`src/sv/c8cs_codec_pkg.sv`:
```
// Package for the CRC-8 command/state frame codec.
// Holds frame constants, field codes and the CRC-8 byte update function.
// No dependencies.
`timescale 1ns / 1ps
`default_nettype none

package c8cs_codec_pkg;

   localparam int CMD_LEN = 9;
   localparam int BEAT_W = 4;
   localparam int COUNT_W = 4;
   localparam int CSR_INDEX_W = 1;

   localparam logic [BEAT_W-1:0] CMD_LAST = BEAT_W'(CMD_LEN - 1);

   localparam logic [7:0] CRC_POLY = 8'h07;
   localparam logic [7:0] CRC_INIT = 8'h00;
   localparam logic [7:0] GRIP_MAX = 8'd180;

   localparam logic [7:0] COMMAND_HEADER_RESET = 8'd165;
   localparam logic [7:0] STATE_HEADER_RESET = 8'd90;

   localparam logic [CSR_INDEX_W-1:0] CSR_COMMAND_HEADER = 1'b0;
   localparam logic [CSR_INDEX_W-1:0] CSR_STATE_HEADER = 1'b1;

   localparam logic MODE_ENCODE = 1'b0;
   localparam logic MODE_RECEIVE = 1'b1;

   localparam logic KIND_CMD_BYTE = 1'b0;
   localparam logic KIND_REPORT = 1'b1;

   typedef logic [7:0] byte_type;

   // One byte of CRC-8, MSB first, no reflection.
   function automatic byte_type crc_byte(input byte_type crc, input byte_type data);
      byte_type c;
      c = crc ^ data;
      for (int b = 0; b < 8; b++) begin
         if (c[7]) begin
            c = {c[6:0], 1'b0} ^ CRC_POLY;
         end else begin
            c = {c[6:0], 1'b0};
         end
      end
      return c;
   endfunction

endpackage

`default_nettype wire

```
`src/sv/crc8_command_state_frame_codec_core.sv`:
```
// Top level of the CRC-8 command/state frame codec.
// Depends on c8cs_codec_pkg for constants and the CRC-8 byte update.
//
//   channel  prefix  direction  word
//   input    req_    in         one command item or one received byte
//   result   rsp_    out        one command frame byte or one frame report
//   config   csr_    in         one header register write
//
// A command item produces nine result words, one per cycle while rsp_ready is high;
// the serializer updates the frame CRC one byte per emitted word.
// A received byte updates the receive state; the final byte of a state frame yields a report.
// An input register holds one item, so a new item is taken while results are still draining.
// Reset is synchronous and active high; it clears control state and reloads the header defaults.
`timescale 1ns / 1ps
`default_nettype none

module crc8_command_state_frame_codec_core #(
   parameter int STATE_LEN = 8
) (
   input  wire                                      clock,
   input  wire                                      reset,

   input  wire                                      req_valid,
   output logic                                     req_ready,
   input  wire                                      req_mode,
   input  wire  [7:0]                               req_tx_seq,
   input  wire  signed [15:0]                       req_tx_angle_one,
   input  wire  signed [15:0]                       req_tx_angle_two,
   input  wire  [7:0]                               req_tx_grip,
   input  wire                                      req_tx_enable,
   input  wire                                      req_tx_brake,
   input  wire                                      req_tx_clear_fault,
   input  wire  [7:0]                               req_rx_byte,
   input  wire                                      req_rx_start,

   output logic                                     rsp_valid,
   input  wire                                      rsp_ready,
   output logic                                     rsp_result_kind,
   output logic [7:0]                               rsp_frame_byte,
   output logic                                     rsp_last_byte,
   output logic                                     rsp_frame_ok,
   output logic [7:0]                               rsp_rx_seq_out,
   output logic signed [15:0]                       rsp_rx_angle_one,
   output logic signed [15:0]                       rsp_rx_angle_two,
   output logic [7:0]                               rsp_rx_status,

   input  wire                                      csr_valid,
   output logic                                     csr_ready,
   input  wire  [c8cs_codec_pkg::CSR_INDEX_W-1:0]   csr_index,
   input  wire  [7:0]                               csr_data
);

   import c8cs_codec_pkg::*;

   localparam logic [COUNT_W-1:0] STATE_LAST = COUNT_W'(STATE_LEN - 1);

   // Configuration registers.
   logic [7:0] command_header_ff, command_header_in;
   logic [7:0] state_header_ff, state_header_in;

   // Input register.
   logic        in_valid_ff, in_valid_in;
   logic        in_mode_ff;
   logic [7:0]  in_seq_ff;
   logic [15:0] in_angle_one_ff;
   logic [15:0] in_angle_two_ff;
   logic [7:0]  in_grip_ff;
   logic [2:0]  in_flags_ff;
   logic [7:0]  in_byte_ff;
   logic        in_start_ff;

   // Receive state.
   logic [7:0]         rx_crc_ff, rx_crc_in;
   logic [COUNT_W-1:0] rx_count_ff, rx_count_in;
   logic               rx_header_match_ff, rx_header_match_in;
   logic [7:0]         rx_seq_hold_ff, rx_seq_hold_in;
   logic [15:0]        rx_angle_one_hold_ff, rx_angle_one_hold_in;
   logic [15:0]        rx_angle_two_hold_ff, rx_angle_two_hold_in;
   logic [7:0]         rx_status_hold_ff, rx_status_hold_in;

   // Result stage.
   logic              out_valid_ff, out_valid_in;
   logic              out_kind_ff, out_kind_in;
   logic [BEAT_W-1:0] beat_ff, beat_in;
   logic [7:0]        tx_crc_ff, tx_crc_in;
   logic [7:0]        tx_buf_ff [0:CMD_LEN-2];
   logic [7:0]        tx_buf_in [0:CMD_LEN-2];
   logic              rep_ok_ff, rep_ok_in;
   logic [7:0]        rep_seq_ff, rep_seq_in;
   logic [15:0]       rep_angle_one_ff, rep_angle_one_in;
   logic [15:0]       rep_angle_two_ff, rep_angle_two_in;
   logic [7:0]        rep_status_ff, rep_status_in;

   logic               rsp_fire;
   logic               out_done;
   logic               out_free;
   logic               advance;
   logic               produces;
   logic [COUNT_W-1:0] rx_idx;
   logic               rx_final;
   logic [7:0]         rx_crc_base;
   logic               rx_ok;
   logic [7:0]         grip_sat;

   assign csr_ready = 1'b1;

   always_comb begin
      command_header_in = command_header_ff;
      state_header_in = state_header_ff;
      if (csr_valid) begin
         unique case (csr_index)
            CSR_COMMAND_HEADER: command_header_in = csr_data;
            CSR_STATE_HEADER:   state_header_in = csr_data;
            default: ;
         endcase
      end
   end

   assign rsp_fire = out_valid_ff && rsp_ready;
   assign out_done = rsp_fire && ((out_kind_ff == KIND_REPORT) || (beat_ff == CMD_LAST));
   assign out_free = !out_valid_ff || out_done;

   assign rx_idx = in_start_ff ? '0 : rx_count_ff;
   assign rx_final = (rx_idx == STATE_LAST);
   assign produces = (in_mode_ff == MODE_ENCODE) || rx_final;
   assign advance = in_valid_ff && (out_free || !produces);

   assign req_ready = !in_valid_ff || advance;

   always_comb begin
      in_valid_in = in_valid_ff;
      if (advance) begin
         in_valid_in = 1'b0;
      end
      if (req_valid && req_ready) begin
         in_valid_in = 1'b1;
      end
   end

   assign rx_crc_base = (rx_idx == '0) ? CRC_INIT : rx_crc_ff;
   assign rx_ok = rx_header_match_ff && (rx_crc_ff == in_byte_ff);
   assign grip_sat = (in_grip_ff > GRIP_MAX) ? GRIP_MAX : in_grip_ff;

   always_comb begin
      rx_crc_in = rx_crc_ff;
      rx_count_in = rx_count_ff;
      rx_header_match_in = rx_header_match_ff;
      rx_seq_hold_in = rx_seq_hold_ff;
      rx_angle_one_hold_in = rx_angle_one_hold_ff;
      rx_angle_two_hold_in = rx_angle_two_hold_ff;
      rx_status_hold_in = rx_status_hold_ff;
      if (advance && (in_mode_ff == MODE_RECEIVE)) begin
         if (rx_final) begin
            rx_count_in = '0;
         end else begin
            rx_crc_in = crc_byte(rx_crc_base, in_byte_ff);
            rx_count_in = rx_idx + COUNT_W'(1);
            if (rx_idx == COUNT_W'(0)) begin
               rx_header_match_in = (in_byte_ff == state_header_ff);
            end
            if (rx_idx == COUNT_W'(1)) begin
               rx_seq_hold_in = in_byte_ff;
            end
            if (rx_idx == COUNT_W'(2)) begin
               rx_angle_one_hold_in[15:8] = in_byte_ff;
            end
            if (rx_idx == COUNT_W'(3)) begin
               rx_angle_one_hold_in[7:0] = in_byte_ff;
            end
            if (rx_idx == COUNT_W'(4)) begin
               rx_angle_two_hold_in[15:8] = in_byte_ff;
            end
            if (rx_idx == COUNT_W'(5)) begin
               rx_angle_two_hold_in[7:0] = in_byte_ff;
            end
            if (rx_idx == COUNT_W'(6)) begin
               rx_status_hold_in = in_byte_ff;
            end
         end
      end
   end

   always_comb begin
      out_valid_in = out_valid_ff;
      out_kind_in = out_kind_ff;
      beat_in = beat_ff;
      tx_crc_in = tx_crc_ff;
      for (int i = 0; i < CMD_LEN - 1; i++) begin
         tx_buf_in[i] = tx_buf_ff[i];
      end
      rep_ok_in = rep_ok_ff;
      rep_seq_in = rep_seq_ff;
      rep_angle_one_in = rep_angle_one_ff;
      rep_angle_two_in = rep_angle_two_ff;
      rep_status_in = rep_status_ff;

      if (advance && produces) begin
         out_valid_in = 1'b1;
         beat_in = '0;
         tx_crc_in = CRC_INIT;
         tx_buf_in[0] = command_header_ff;
         tx_buf_in[1] = in_seq_ff;
         tx_buf_in[2] = in_angle_one_ff[15:8];
         tx_buf_in[3] = in_angle_one_ff[7:0];
         tx_buf_in[4] = in_angle_two_ff[15:8];
         tx_buf_in[5] = in_angle_two_ff[7:0];
         tx_buf_in[6] = grip_sat;
         tx_buf_in[7] = {5'b0, in_flags_ff};
         if (in_mode_ff == MODE_ENCODE) begin
            out_kind_in = KIND_CMD_BYTE;
            rep_ok_in = 1'b0;
            rep_seq_in = '0;
            rep_angle_one_in = '0;
            rep_angle_two_in = '0;
            rep_status_in = '0;
         end else begin
            out_kind_in = KIND_REPORT;
            rep_ok_in = rx_ok;
            rep_seq_in = rx_ok ? rx_seq_hold_ff : 8'h00;
            rep_angle_one_in = rx_ok ? rx_angle_one_hold_ff : 16'h0000;
            rep_angle_two_in = rx_ok ? rx_angle_two_hold_ff : 16'h0000;
            rep_status_in = rx_ok ? rx_status_hold_ff : 8'h00;
         end
      end else if (out_done) begin
         out_valid_in = 1'b0;
      end else if (rsp_fire) begin
         beat_in = beat_ff + BEAT_W'(1);
         tx_crc_in = crc_byte(tx_crc_ff, tx_buf_ff[0]);
         for (int i = 0; i < CMD_LEN - 2; i++) begin
            tx_buf_in[i] = tx_buf_ff[i+1];
         end
         tx_buf_in[CMD_LEN-2] = 8'h00;
      end
   end

   always_ff @(posedge clock) begin
      if (reset) begin
         command_header_ff <= COMMAND_HEADER_RESET;
         state_header_ff <= STATE_HEADER_RESET;
         in_valid_ff <= 1'b0;
         rx_crc_ff <= '0;
         rx_count_ff <= '0;
         rx_header_match_ff <= 1'b0;
         rx_seq_hold_ff <= '0;
         rx_angle_one_hold_ff <= '0;
         rx_angle_two_hold_ff <= '0;
         rx_status_hold_ff <= '0;
         out_valid_ff <= 1'b0;
         out_kind_ff <= KIND_CMD_BYTE;
         beat_ff <= '0;
      end else begin
         command_header_ff <= command_header_in;
         state_header_ff <= state_header_in;
         in_valid_ff <= in_valid_in;
         rx_crc_ff <= rx_crc_in;
         rx_count_ff <= rx_count_in;
         rx_header_match_ff <= rx_header_match_in;
         rx_seq_hold_ff <= rx_seq_hold_in;
         rx_angle_one_hold_ff <= rx_angle_one_hold_in;
         rx_angle_two_hold_ff <= rx_angle_two_hold_in;
         rx_status_hold_ff <= rx_status_hold_in;
         out_valid_ff <= out_valid_in;
         out_kind_ff <= out_kind_in;
         beat_ff <= beat_in;
      end
   end

   always_ff @(posedge clock) begin
      if (req_valid && req_ready) begin
         in_mode_ff <= req_mode;
         in_seq_ff <= req_tx_seq;
         in_angle_one_ff <= req_tx_angle_one;
         in_angle_two_ff <= req_tx_angle_two;
         in_grip_ff <= req_tx_grip;
         in_flags_ff <= {req_tx_clear_fault, req_tx_brake, req_tx_enable};
         in_byte_ff <= req_rx_byte;
         in_start_ff <= req_rx_start;
      end
      tx_crc_ff <= tx_crc_in;
      for (int i = 0; i < CMD_LEN - 1; i++) begin
         tx_buf_ff[i] <= tx_buf_in[i];
      end
      rep_ok_ff <= rep_ok_in;
      rep_seq_ff <= rep_seq_in;
      rep_angle_one_ff <= rep_angle_one_in;
      rep_angle_two_ff <= rep_angle_two_in;
      rep_status_ff <= rep_status_in;
   end

   assign rsp_valid = out_valid_ff;
   assign rsp_result_kind = out_kind_ff;
   assign rsp_frame_byte = (out_kind_ff == KIND_REPORT) ? 8'h00 :
                           ((beat_ff == CMD_LAST) ? tx_crc_ff : tx_buf_ff[0]);
   assign rsp_last_byte = (out_kind_ff == KIND_CMD_BYTE) && (beat_ff == CMD_LAST);
   assign rsp_frame_ok = rep_ok_ff;
   assign rsp_rx_seq_out = rep_seq_ff;
   assign rsp_rx_angle_one = rep_angle_one_ff;
   assign rsp_rx_angle_two = rep_angle_two_ff;
   assign rsp_rx_status = rep_status_ff;

`ifndef SYNTHESIS
   a_beat_range : assert property (@(posedge clock) disable iff (reset)
      out_valid_ff && (out_kind_ff == KIND_CMD_BYTE) |-> beat_ff <= CMD_LAST)
      else $error("command beat counter ran past the CRC byte");

   a_count_range : assert property (@(posedge clock) disable iff (reset)
      rx_count_ff < STATE_LAST + COUNT_W'(1))
      else $error("receive byte index left the frame");

   a_new_frame : assert property (@(posedge clock) disable iff (reset)
      rsp_valid && rsp_ready && rsp_last_byte |=> !rsp_valid || (beat_ff == '0))
      else $error("result after a final command byte did not start fresh");

   a_report_load : assert property (@(posedge clock) disable iff (reset)
      advance && produces && (in_mode_ff == MODE_RECEIVE) |=>
      rsp_valid && (rsp_result_kind == KIND_REPORT))
      else $error("final state byte did not produce a report");

   a_report_clean : assert property (@(posedge clock) disable iff (reset)
      rsp_valid && (rsp_result_kind == KIND_REPORT) |->
      !rsp_last_byte && (rsp_frame_byte == 8'h00))
      else $error("report word marked as a command byte");
`endif

endmodule

`default_nettype wire

```
`config.mk`:
```
export PLATFORM = sky130hd
export DESIGN_NAME = crc8_command_state_frame_codec_core
export DESIGN_NICKNAME = d
export VERILOG_FILES = /design/src/sv/c8cs_codec_pkg.sv /design/src/sv/crc8_command_state_frame_codec_core.sv
export SDC_FILE = /design/constraint.sdc
export NUM_CORES = 1
export LEC_CHECK = 0
export BUFFER_PORTS_ARGS = -buffer_cell sky130_fd_sc_hd__buf_2
export CAP_MARGIN = 40
export CORE_MARGIN = 3
export CORE_UTILIZATION = 62
export DETAILED_ROUTE_END_ITERATION = 16
export PLACE_DENSITY_LB_ADDON = 0.08
export SYNTH_ARGS = -nofsm -noshare
export SYNTH_HDL_FRONTEND = slang
export SYNTH_SLANG_ARGS = --single-unit
export TNS_END_PERCENT = 50
```
`constraint.sdc`:
```
create_clock -name clock -period 7.8 [get_ports clock]
set_clock_uncertainty 0.15 [all_clocks]
set_input_delay 1.56 -clock clock [delete_from_list [all_inputs] [get_ports clock]]
set_output_delay 1.56 -clock clock [all_outputs]
set_load 0.02 [all_outputs]
```
==> impl_metrics.yaml, run 1 <==
timing:
  report.final.slew_viol_count: 0
  hold_viol: 0
  finalCritPeriodShare: 0.5197
  grt_setup_unrepaired: "no"
  worstMarginPinSlew_ns: 0.9055
  max-slew-margin-rel: 0.3951
  layout_min_cycle_time_ns: 4.054
  final.setup.tns_ns: 0
  setup-violations-final: 0
  hold_slack_ns: 0.2997
  max_freq_mhz: 246.7
clock_tree:
  htreeDepth: 1
  clockBufferDepth: 3
  cts.clk_slew.worst_paths_ns: 0.06
  cts_tree: "yes"
  clockRootBuffer: "clkbuf_16"
  numCtsBuffers: 26
  postCtsHoldBufs: 0
  ctsResizeCount: 0
  cts.sinks: 261
  post-cts-setup-buffer-count: 0
  insertion_delay_ns: 0.53
placed_design:
  portBuffers: 135
  gp_congestion: 0.8337
  dpl.hpwl_um: 13160
global_routing:
  grt_pass1_wl_um: 32870
  overflow: 0
  antenna_found_initial: 0
  grt_max_degree: 73
  grt_pass1_vias: 6525
  grt_usage: 0.2185
detailed_routing:
  wl_um: 20450
  drc: 0
  vias_per_cell: 5.391
  wl_per_cell_um: 15.88
  ant_nets: 0
  vias: 6943
  first_pass_iters: 5
  drt_iter0_markers: 439
floorplan:
  start_util: 0.6399
  rows: 47
  ios: 137
  die_area_mm2: 0.01891
  die_y_um: 137.5
  coreArea_mm2: 0.01676
  die_w_um: 137.5
critical_path:
  critical_path_class: "reg -> out"
  slowest_delay_ns: 0.48
  r2r_cells: 9
  worstSetupPathDepth: 7
  critPathTopFamily: "simple AND/OR/NAND/NOR gates"
  cp_num_buf_inv: 2
  path_max_fanout: 8
  cp-start-kind: "register"
  required_ns: 6.09
  crit_chain: "nand2b_1 -> inv_1 -> ha_1 -> nand4bb_1 -> nand2_1 -> nand4_1 -> buf_2"
  crit_path_end_kind: "output port"
  worstPathArrival_ns: 2.34
  cp_slowest_cell: "edfxtp_1"
hold_path:
  min_path_type: "reg -> reg"
  worstHoldPathCells: 2
yosys:
  syn-num-nets: 1014
  synth_area_leader_cell: "edfxtp_1"
  synthTopCellsByArea: "edfxtp_1 47%, dfxtp_1 17%, nand2_1 7.4%, xnor2_1 3.5%, and2_1 3.3%"
  synth_top_flop_cell: "edfxtp_1"
  synth_area_mm2: 0.01073
  synth_cells: 933
  ys_seq_elements: 261
  seq_area_frac_synth: 0.6449
  ys_async_sr_fraction: 0
  synthDominantCellAreaShare: 0.4732
  ys_warn_count: 0
  syn_area_per_cell_um2: 11.50
  synth_edf_count: 169
  synthDistinctLibCells: 57
flow_run:
  drv_cap: 0
finish:
  final_util: 0.7393
  syn2layout_area_growth_pct: 15.53
  nets: 1129
  drive_gt1_frac: 0.1854
  antennaDiodeCount: 0
power:
  irDropWorstVdd_uv: 221.6
  cellLeakagePower_uw: 0.004911
  power.density_mw_per_mm2: 256.1
status:
  status: "finished, final reports clean"
synth_stat cells (2+ instances only):
cell type  instances
xor2_1            18
a32o_1             3
nand3_1           55
nor2_1            38
xor3_1             2
nor3_1             7
nor2b_1            8
o311ai_0           2
o211ai_1           5
dfxtp_1           92
clkbuf_1          32
a21oi_1           45
buf_2             13
buf_6              3
o21ai_0           11
inv_1             10
buf_1              4
a31o_2             2
or3_1              2
nand2_2            2
or4_1              3
and2_1            56
nor4_1             3
nand3b_1           3
xnor2_1           43
and3b_1            2
edfxtp_1         169
xnor3_1            2
and3_1             3
mux2i_1           25
a31oi_1            3
buf_4              3
nand2b_1           5
nand2_1          212
a211oi_1           8
a22o_1             9
ha_1               6
xnor2_2            2
nand4_1            4
tightest hold or removal path: stages (launching register included):
cell and delay, ns:
dfxtp_1 0.30, nand2_1 0.05, a21oi_1 0.05
cells in the final DEF, fill, tap and decap left out, types with 3 or more instances in the layout:
| master | netlist | final |
|---|---|---|
| o21ai_0 | 11 | 11 |
| a211oi_1 | 8 | 8 |
| a32o_1 | 3 | 3 |
| clkbuf_16 | 0 | 26 |
| buf_4 | 3 | 8 |
| nand2_1 | 212 | 212 |
| and3_1 | 3 | 3 |
| nor4_1 | 3 | 3 |
| nand2b_1 | 5 | 5 |
| nor3_1 | 7 | 7 |
| a21oi_1 | 45 | 45 |
| edfxtp_1 | 169 | 169 |
| clkinv_2 | 0 | 5 |
| nor2b_1 | 8 | 8 |
| xor2_1 | 18 | 18 |
| o211ai_1 | 5 | 5 |
| buf_2 | 13 | 135 |
| inv_1 | 10 | 9 |
| bufinv_16 | 0 | 5 |
| a22o_1 | 9 | 9 |
| dfxtp_1 | 92 | 92 |
| clkbuf_1 | 32 | 6 |
| nand3_1 | 55 | 54 |
| and2_1 | 56 | 55 |
| nand3b_1 | 3 | 3 |
| or4_1 | 3 | 3 |
| mux2i_1 | 25 | 25 |
| nand4_1 | 4 | 4 |
| ha_1 | 6 | 6 |
| xnor2_1 | 43 | 43 |
| a31oi_1 | 3 | 3 |
| nor2_1 | 38 | 38 |
routing by layer:
| layer | track usage | vias up | wire length, µm |
|---|---|---|---|
| li1 | - | 3449 | - |
| met1 | 0.2920 | 3224 | 8569 |
| met2 | 0.3663 | 222 | 10190 |
| met3 | 0.03360 | 48 | 1135 |
| met4 | 0.07650 | 0 | 561 |
| met5 | 0 | - | 0 |
worst paths after layout:
check / slack (ns) / end / start
max: 3.75 / req_ready / in_start_ff$_DFFE_PP_
max reg2reg: 4.46 / tx_buf_ff[0][18]$_DFFE_PP_ / in_start_ff$_DFFE_PP_
min: 0.30 / rx_angle_one_hold_ff[14]$_SDFFE_PP0P_ / rx_angle_one_hold_ff[14]$_SDFFE_PP0P_
min reg2reg: 0.30 / rx_angle_one_hold_ff[14]$_SDFFE_PP0P_ / rx_angle_one_hold_ff[14]$_SDFFE_PP0P_
sequential cells by signal (all words and copies together) (netlist names), 16 cells and up:
register	cells
in_angle_one_ff	16
in_angle_two_ff	16
tx_buf_ff	59
rx_angle_one_hold_ff	16
rsp_rx_angle_one	16
rsp_rx_angle_two	16
rx_angle_two_hold_ff	16
final cells by class:
cell class | instances | area [µm²]
clock inverter | 16 | 227.7
sequential | 261 | 6917
multi-input combinational | 606 | 3522
timing repair buffer | 143 | 735.7
inverter | 10 | 40.04
fill | 1170 | 4369
clock buffer | 32 | 673.1
tap | 220 | 275.3
where the power goes:
| group | leakage (µW) | switching [µW] | internal, µW |
|---|---|---|---|
| Sequential | 0.00237 | 51.7 | 1540 |
| Clock | 0.000435 | 505 | 784 |
| Combinational | 0.00211 | 156 | 136 |
cells by family (layout without fill, tap and decap cells):
group                      after synthesis  after routing  share of synthesized area
adders and majority gates                6              6                   0.006999
buffers and inverters                   66            201                    0.02788
xor gates and xnor gates                67             67                    0.06148
AOI/OAI and AO/OA                       95             95                    0.05565
muxes                                   25             25                    0.02333
other                                    1              1                  0.0003496
DFF                                    261            261                     0.6449
and+or+nand+nor                        412            412                     0.1794
metrics by stage:
step / cell area, µm² / instances / power, µW / worst slack, ns
after floorplan: 10730 / 933 / 1839 / 3.726
after global placement: 11490 / 1240 / 1906 / 3.987
after detailed placement: 11490 / 1240 / 1913 / 3.954
after CTS: 12390 / 1288 / 3201 / 3.725
after global routing: 12390 / 1288 / 3291 / 3.562
final: 12390 / 1288 / 3173 / 3.746
Note: power is estimated with default switching activity, not from simulation.
==> run 2: changes to the inputs <==
--- a/config.mk
+++ b/config.mk
@@ -8,7 +8,7 @@
 export BUFFER_PORTS_ARGS = -buffer_cell sky130_fd_sc_hd__buf_2
 export CAP_MARGIN = 40
 export CORE_MARGIN = 3
-export CORE_UTILIZATION = 62
+export CORE_UTILIZATION = 58
 export DETAILED_ROUTE_END_ITERATION = 16
 export PLACE_DENSITY_LB_ADDON = 0.08
 export SYNTH_ARGS = -nofsm -noshare
==> constraint.sdc (replaced) <==
create_clock -name clock -period 4.1 [get_ports clock]
set_clock_uncertainty 0.15 [all_clocks]
set_input_delay 0.82 -clock clock [delete_from_list [all_inputs] [get_ports clock]]
set_output_delay 0.82 -clock clock [all_outputs]
set_load 0.02 [all_outputs]
==> impl_metrics.yaml, run 2 (synthesis gave the netlist of run 1 again) <==
status:
  status: "finished, final reports clean"
critical_path:
  cp-start-kind: "register"
  r2r-start: "in_start_ff$_DFFE_PP_"
  r2r_setup_slack_ns: 1.27
  r2r_cells: 9
  critical_path_class: "reg -> out"
  path_max_fanout: 8
  required_ns: 3.13
  worstReg2RegEnd: "tx_buf_ff[1][21]$_SDFFCE_PN0P_"
  worstPathArrival_ns: 2.26
  crit_path_end_kind: "output port"
global_routing:
  grt_pass1_wl_um: 32640
  grt_usage: 0.1997
  antenna_found_initial: 0
  grt_max_degree: 115
  grt_pass1_vias: 6460
  overflow: 0
finish:
  drive_gt1_frac: 0.1869
  final_cell_mix: "212 x nand2_1, 169 x edfxtp_1, 135 x buf_2, 92 x dfxtp_1, 55 x and2_1"
  top_register: "tx_buf_ff"
  fin_area_mm2: 0.01240
  syn2layout_area_growth_pct: 15.64
  antennaDiodeCount: 0
  nets: 1131
  mostFrequentLayoutCell: "nand2_1"
  largest_reg_flops: 59
timing:
  max-slew-margin-rel: 0.4292
  hold_slack_ns: 0.2996
  grt_setup_unrepaired: "no"
  final.setup.tns_ns: 0
  hold_viol: 0
  max_freq_mhz: 310.0
  layout_min_cycle_time_ns: 3.225
  worstMarginPinSlew_ns: 0.8544
  report.final.slew_viol_count: 0
  setup-violations-final: 0
  finalCritPeriodShare: 0.7867
placed_design:
  place_area_mm2: 0.01154
  gp_congestion: 0.8384
  portBuffers: 135
  dpl.hpwl_um: 12970
floorplan:
  die_y_um: 142.0
  rows: 49
  die_area_mm2: 0.02016
  start_util: 0.5930
  ios: 137
  coreArea_mm2: 0.01809
  die_w_um: 142.0
clock_tree:
  clockBufferDepth: 3
  postCtsHoldBufs: 0
  cts.sinks: 261
  ctsResizeCount: 0
  cts.clk_slew.worst_paths_ns: 0.06
  insertion_delay_ns: 0.52
  numCtsBuffers: 26
  clockRootBuffer: "clkbuf_16"
  htreeDepth: 1
  post-cts-setup-buffer-count: 0
  cts_tree: "yes"
detailed_routing:
  drt_iter0_markers: 479
  vias_per_cell: 5.295
  first_pass_iters: 5
  wl_um: 20310
  wl_per_cell_um: 15.64
  ant_nets: 0
  vias: 6878
  drc: 0
power:
  cellLeakagePower_uw: 0.004914
  fin_total_pwr_uw: 5902
  irDropWorstVdd_uv: 493.0
  power.density_mw_per_mm2: 475.8
hold_path:
  worstHoldPathCells: 2
  min_path_type: "reg -> reg"
  holdPathEnd: "rx_status_hold_ff[3]$_SDFFE_PP0P_"
  worstHoldStart: "rx_status_hold_ff[3]$_SDFFE_PP0P_"
flow_run:
  drv_cap: 0
[run 2: changes by cell type in the layout (fill, tap and decap cells not counted), moves of 2 or more]
cell       change
clkbuf_8       +7
clkinv_2       -2
clkbuf_16      +2
bufinv_16      -5
buf_12         +2
[run 2: how the worst max path moves through the flow]
stage,start,cells after the start,end
finish,in_start_ff$_DFFE_PP_,7,req_ready
global route,in_start_ff$_DFFE_PP_,7,req_ready
CTS,in_start_ff$_DFFE_PP_,7,req_ready
detailed placement,in_start_ff$_DFFE_PP_,9,tx_buf_ff[1][17]$_DFFE_PP_
global placement,in_start_ff$_DFFE_PP_,9,tx_buf_ff[1][25]$_SDFFCE_PN0P_
floorplan,in_start_ff$_DFFE_PP_,8,rsp_frame_ok$_SDFFCE_PN0P_
[run 2: power breakdown]
group	total (µW)	internal (µW)	switching [µW]
registers	3030	2930	97.8
clock network	2310	1370	936
logic	565	263	303
total	5900	4570	1340
[run 2: routing by layer]
metal / track usage / share of wire
met1: 0.2693 / 0.43
met2: 0.3421 / 0.50
met3: 0.02722 / 0.040
met4: 0.05657 / 0.025
met5: 0 / 0
[run 2: final cells by class]
class / instances / area, µm²
clock inverters: 6 / 38.79
inverters: 10 / 40.04
fillers: 1366 / 5683
well taps: 229 / 286.5
clock buffers: 42 / 823.3
multi-input cells: 606 / 3522
flip-flops and latches: 261 / 6917
repair buffers: 145 / 775.7
[run 2: critical path, stage by stage (launching register included)]
cell	delay, ns
edfxtp_1	0.47
nand2b_1	0.23
inv_1	0.12
ha_1	0.23
nand4bb_1	0.16
nand2_1	0.18
nand4_1	0.15
buf_2	0.20
[run 2: through the flow]
step / setup slack [ns] / cells / utilization
final: 0.8746 / 1299 / 0.6858
after global routing: 0.7286 / 1299 / 0.6858
after CTS: 0.8401 / 1299 / 0.6858
after detailed placement: 1.274 / 1251 / 0.6381
after global placement: 1.312 / 1251 / 0.6381
after floorplan: 0.5557 / 933 / -
==> run 3: changes to the inputs <==
--- a/config.mk
+++ b/config.mk
@@ -8,7 +8,7 @@
 export BUFFER_PORTS_ARGS = -buffer_cell sky130_fd_sc_hd__buf_2
 export CAP_MARGIN = 40
 export CORE_MARGIN = 3
-export CORE_UTILIZATION = 58
+export CORE_UTILIZATION = 52
 export DETAILED_ROUTE_END_ITERATION = 16
 export PLACE_DENSITY_LB_ADDON = 0.08
 export SYNTH_ARGS = -nofsm -noshare
==> constraint.sdc (replaced) <==
create_clock -name clock -period 2.8 [get_ports clock]
set_clock_uncertainty 0.15 [all_clocks]
set_input_delay 0.56 -clock clock [delete_from_list [all_inputs] [get_ports clock]]
set_output_delay 0.56 -clock clock [all_outputs]
set_load 0.02 [all_outputs]
==> impl_metrics.yaml, run 3 (synthesis gave the netlist of run 1 again) <==
global_routing:
  grt_max_degree: 62
  grt_pass1_vias: 6667
  grt_usage: 0.1935
  antenna_found_initial: 0
  grt_pass1_wl_um: 34760
  overflow: 0
detailed_routing:
  drt_iter0_markers: 367
  drc: 0
  wl_per_cell_um: 15.89
  ant_nets: 0
  first_pass_iters: 5
  wl_um: 21530
  vias: 6942
  vias_per_cell: 5.123
critical_path:
  critPathTopFamily: "simple AND/OR/NAND/NOR gates"
  slowest_delay_ns: 0.40
  cp_num_buf_inv: 1
  worstPathArrival_ns: 2.01
  required_ns: 2.09
  cp-start-kind: "register"
  crit_path_end_kind: "output port"
  crit_chain: "nor2b_1 -> ha_4 -> nand4bb_1 -> nand2_2 -> nand4_1 -> buf_4"
  path_max_fanout: 4
  cp_slowest_cell: "edfxtp_1"
  critical_path_class: "reg -> out"
clock_tree:
  cts.clk_slew.worst_paths_ns: 0.06
  numCtsBuffers: 27
  clockBufferDepth: 3
  cts_tree: "yes"
  insertion_delay_ns: 0.53
  cts.sinks: 261
  htreeDepth: 1
  clockRootBuffer: "clkbuf_16"
floorplan:
  coreArea_mm2: 0.01985
  rows: 51
  die_y_um: 149.6
  start_util: 0.5404
  ios: 137
  die_w_um: 149.6
  die_area_mm2: 0.02238
timing:
  report.final.slew_viol_count: 0
  finalCritPeriodShare: 0.9723
  hold_viol: 0
  final.setup.tns_ns: 0
  max-slew-margin-rel: 0.5592
  setup_slack_ns: 0.07763
  layout_min_cycle_time_ns: 2.722
  grt_setup_unrepaired: "yes"
  worstMarginPinSlew_ns: 0.6581
  setup-violations-final: 0
  max_freq_mhz: 367.3
status:
  status: "finished, final reports clean"
finish:
  top_register: "tx_buf_ff"
  mostFrequentLayoutCell: "nand2_1"
  nets: 1151
  syn2layout_area_growth_pct: 17.56
  final_cell_mix: "211 x nand2_1, 169 x edfxtp_1, 134 x buf_2, 90 x dfxtp_1, 55 x and2_1"
  largest_reg_flops: 59
  antennaDiodeCount: 0
  drive_gt1_frac: 0.2083
placed_design:
  gp_congestion: 0.8572
  pre_cts_ws_ns: 0.08091
  portBuffers: 135
  dpl.hpwl_um: 14360
power:
  cellLeakagePower_uw: 0.005007
  fin_total_pwr_uw: 8620
  power.density_mw_per_mm2: 683.7
  irDropWorstVdd_uv: 446.8
flow_run:
  drv_cap: 0
hold_path:
  min_path_type: "in -> reg"
[run 3: final timing paths]
kind	slack, ns	from	cells past startpoint	end
worst min-delay path	0.06	req_rx_byte[5]	1	in_byte_ff[5]$_DFFE_PP_
worst max register to register	0.25	in_start_ff$_DFFE_PP_	10	tx_crc_ff[3]$_SDFFE_PP0P_
worst max-delay path	0.08	in_start_ff$_DFFE_PP_	6	req_ready
worst min register to register	0.30	rx_angle_two_hold_ff[7]$_SDFFE_PP0P_	2	rx_angle_two_hold_ff[7]$_SDFFE_PP0P_
[run 3: timing repair]
item,4_1_cts,5_1_grt
resized for setup,9,5
pin swaps,1,1
endpoints found under the setup margin,10,10
gates cloned,0,1
hold buffers,0,0
buffers inserted,3,0
[run 3: power by group]
group,total [µW],switching [µW],internal [µW]
logic,866,463,403
registers,4420,132,4290
clock network,3330,1400,1930
total,8620,2000,6620
[run 3: layout make-up]
cell class,count,area [µm²]
Clock buffer,34,732.0
Clock inverter,15,93.84
Fill cell,1666,7237
Inverter,10,40.04
Multi-Input combinational cell,607,3566
Sequential cell,261,6919
Tap cell,265,331.6
Timing Repair Buffer,163,925.9
[run 3: metrics by stage]
step	cell area, µm²	hold WS (ns)	instances	utilization
5_1_grt	12610	0.04526	1355	0.6353
4_1_cts	12580	0.03887	1354	0.6341
3_5_place_dp	11710	0.2918	1302	0.5901
6_report	12610	0.05961	1355	0.6353
3_3_place_gp	11710	0.2877	1302	0.5901
2_1_floorplan	10730	0.2817	933	-
[run 3: layer usage]
layer | GRT usage | routed length (µm)
met4 | 0.06133 | 679
met1 | 0.2616 | 9634
met2 | 0.3267 | 10340
met5 | 0 | 0
met3 | 0.02635 | 878
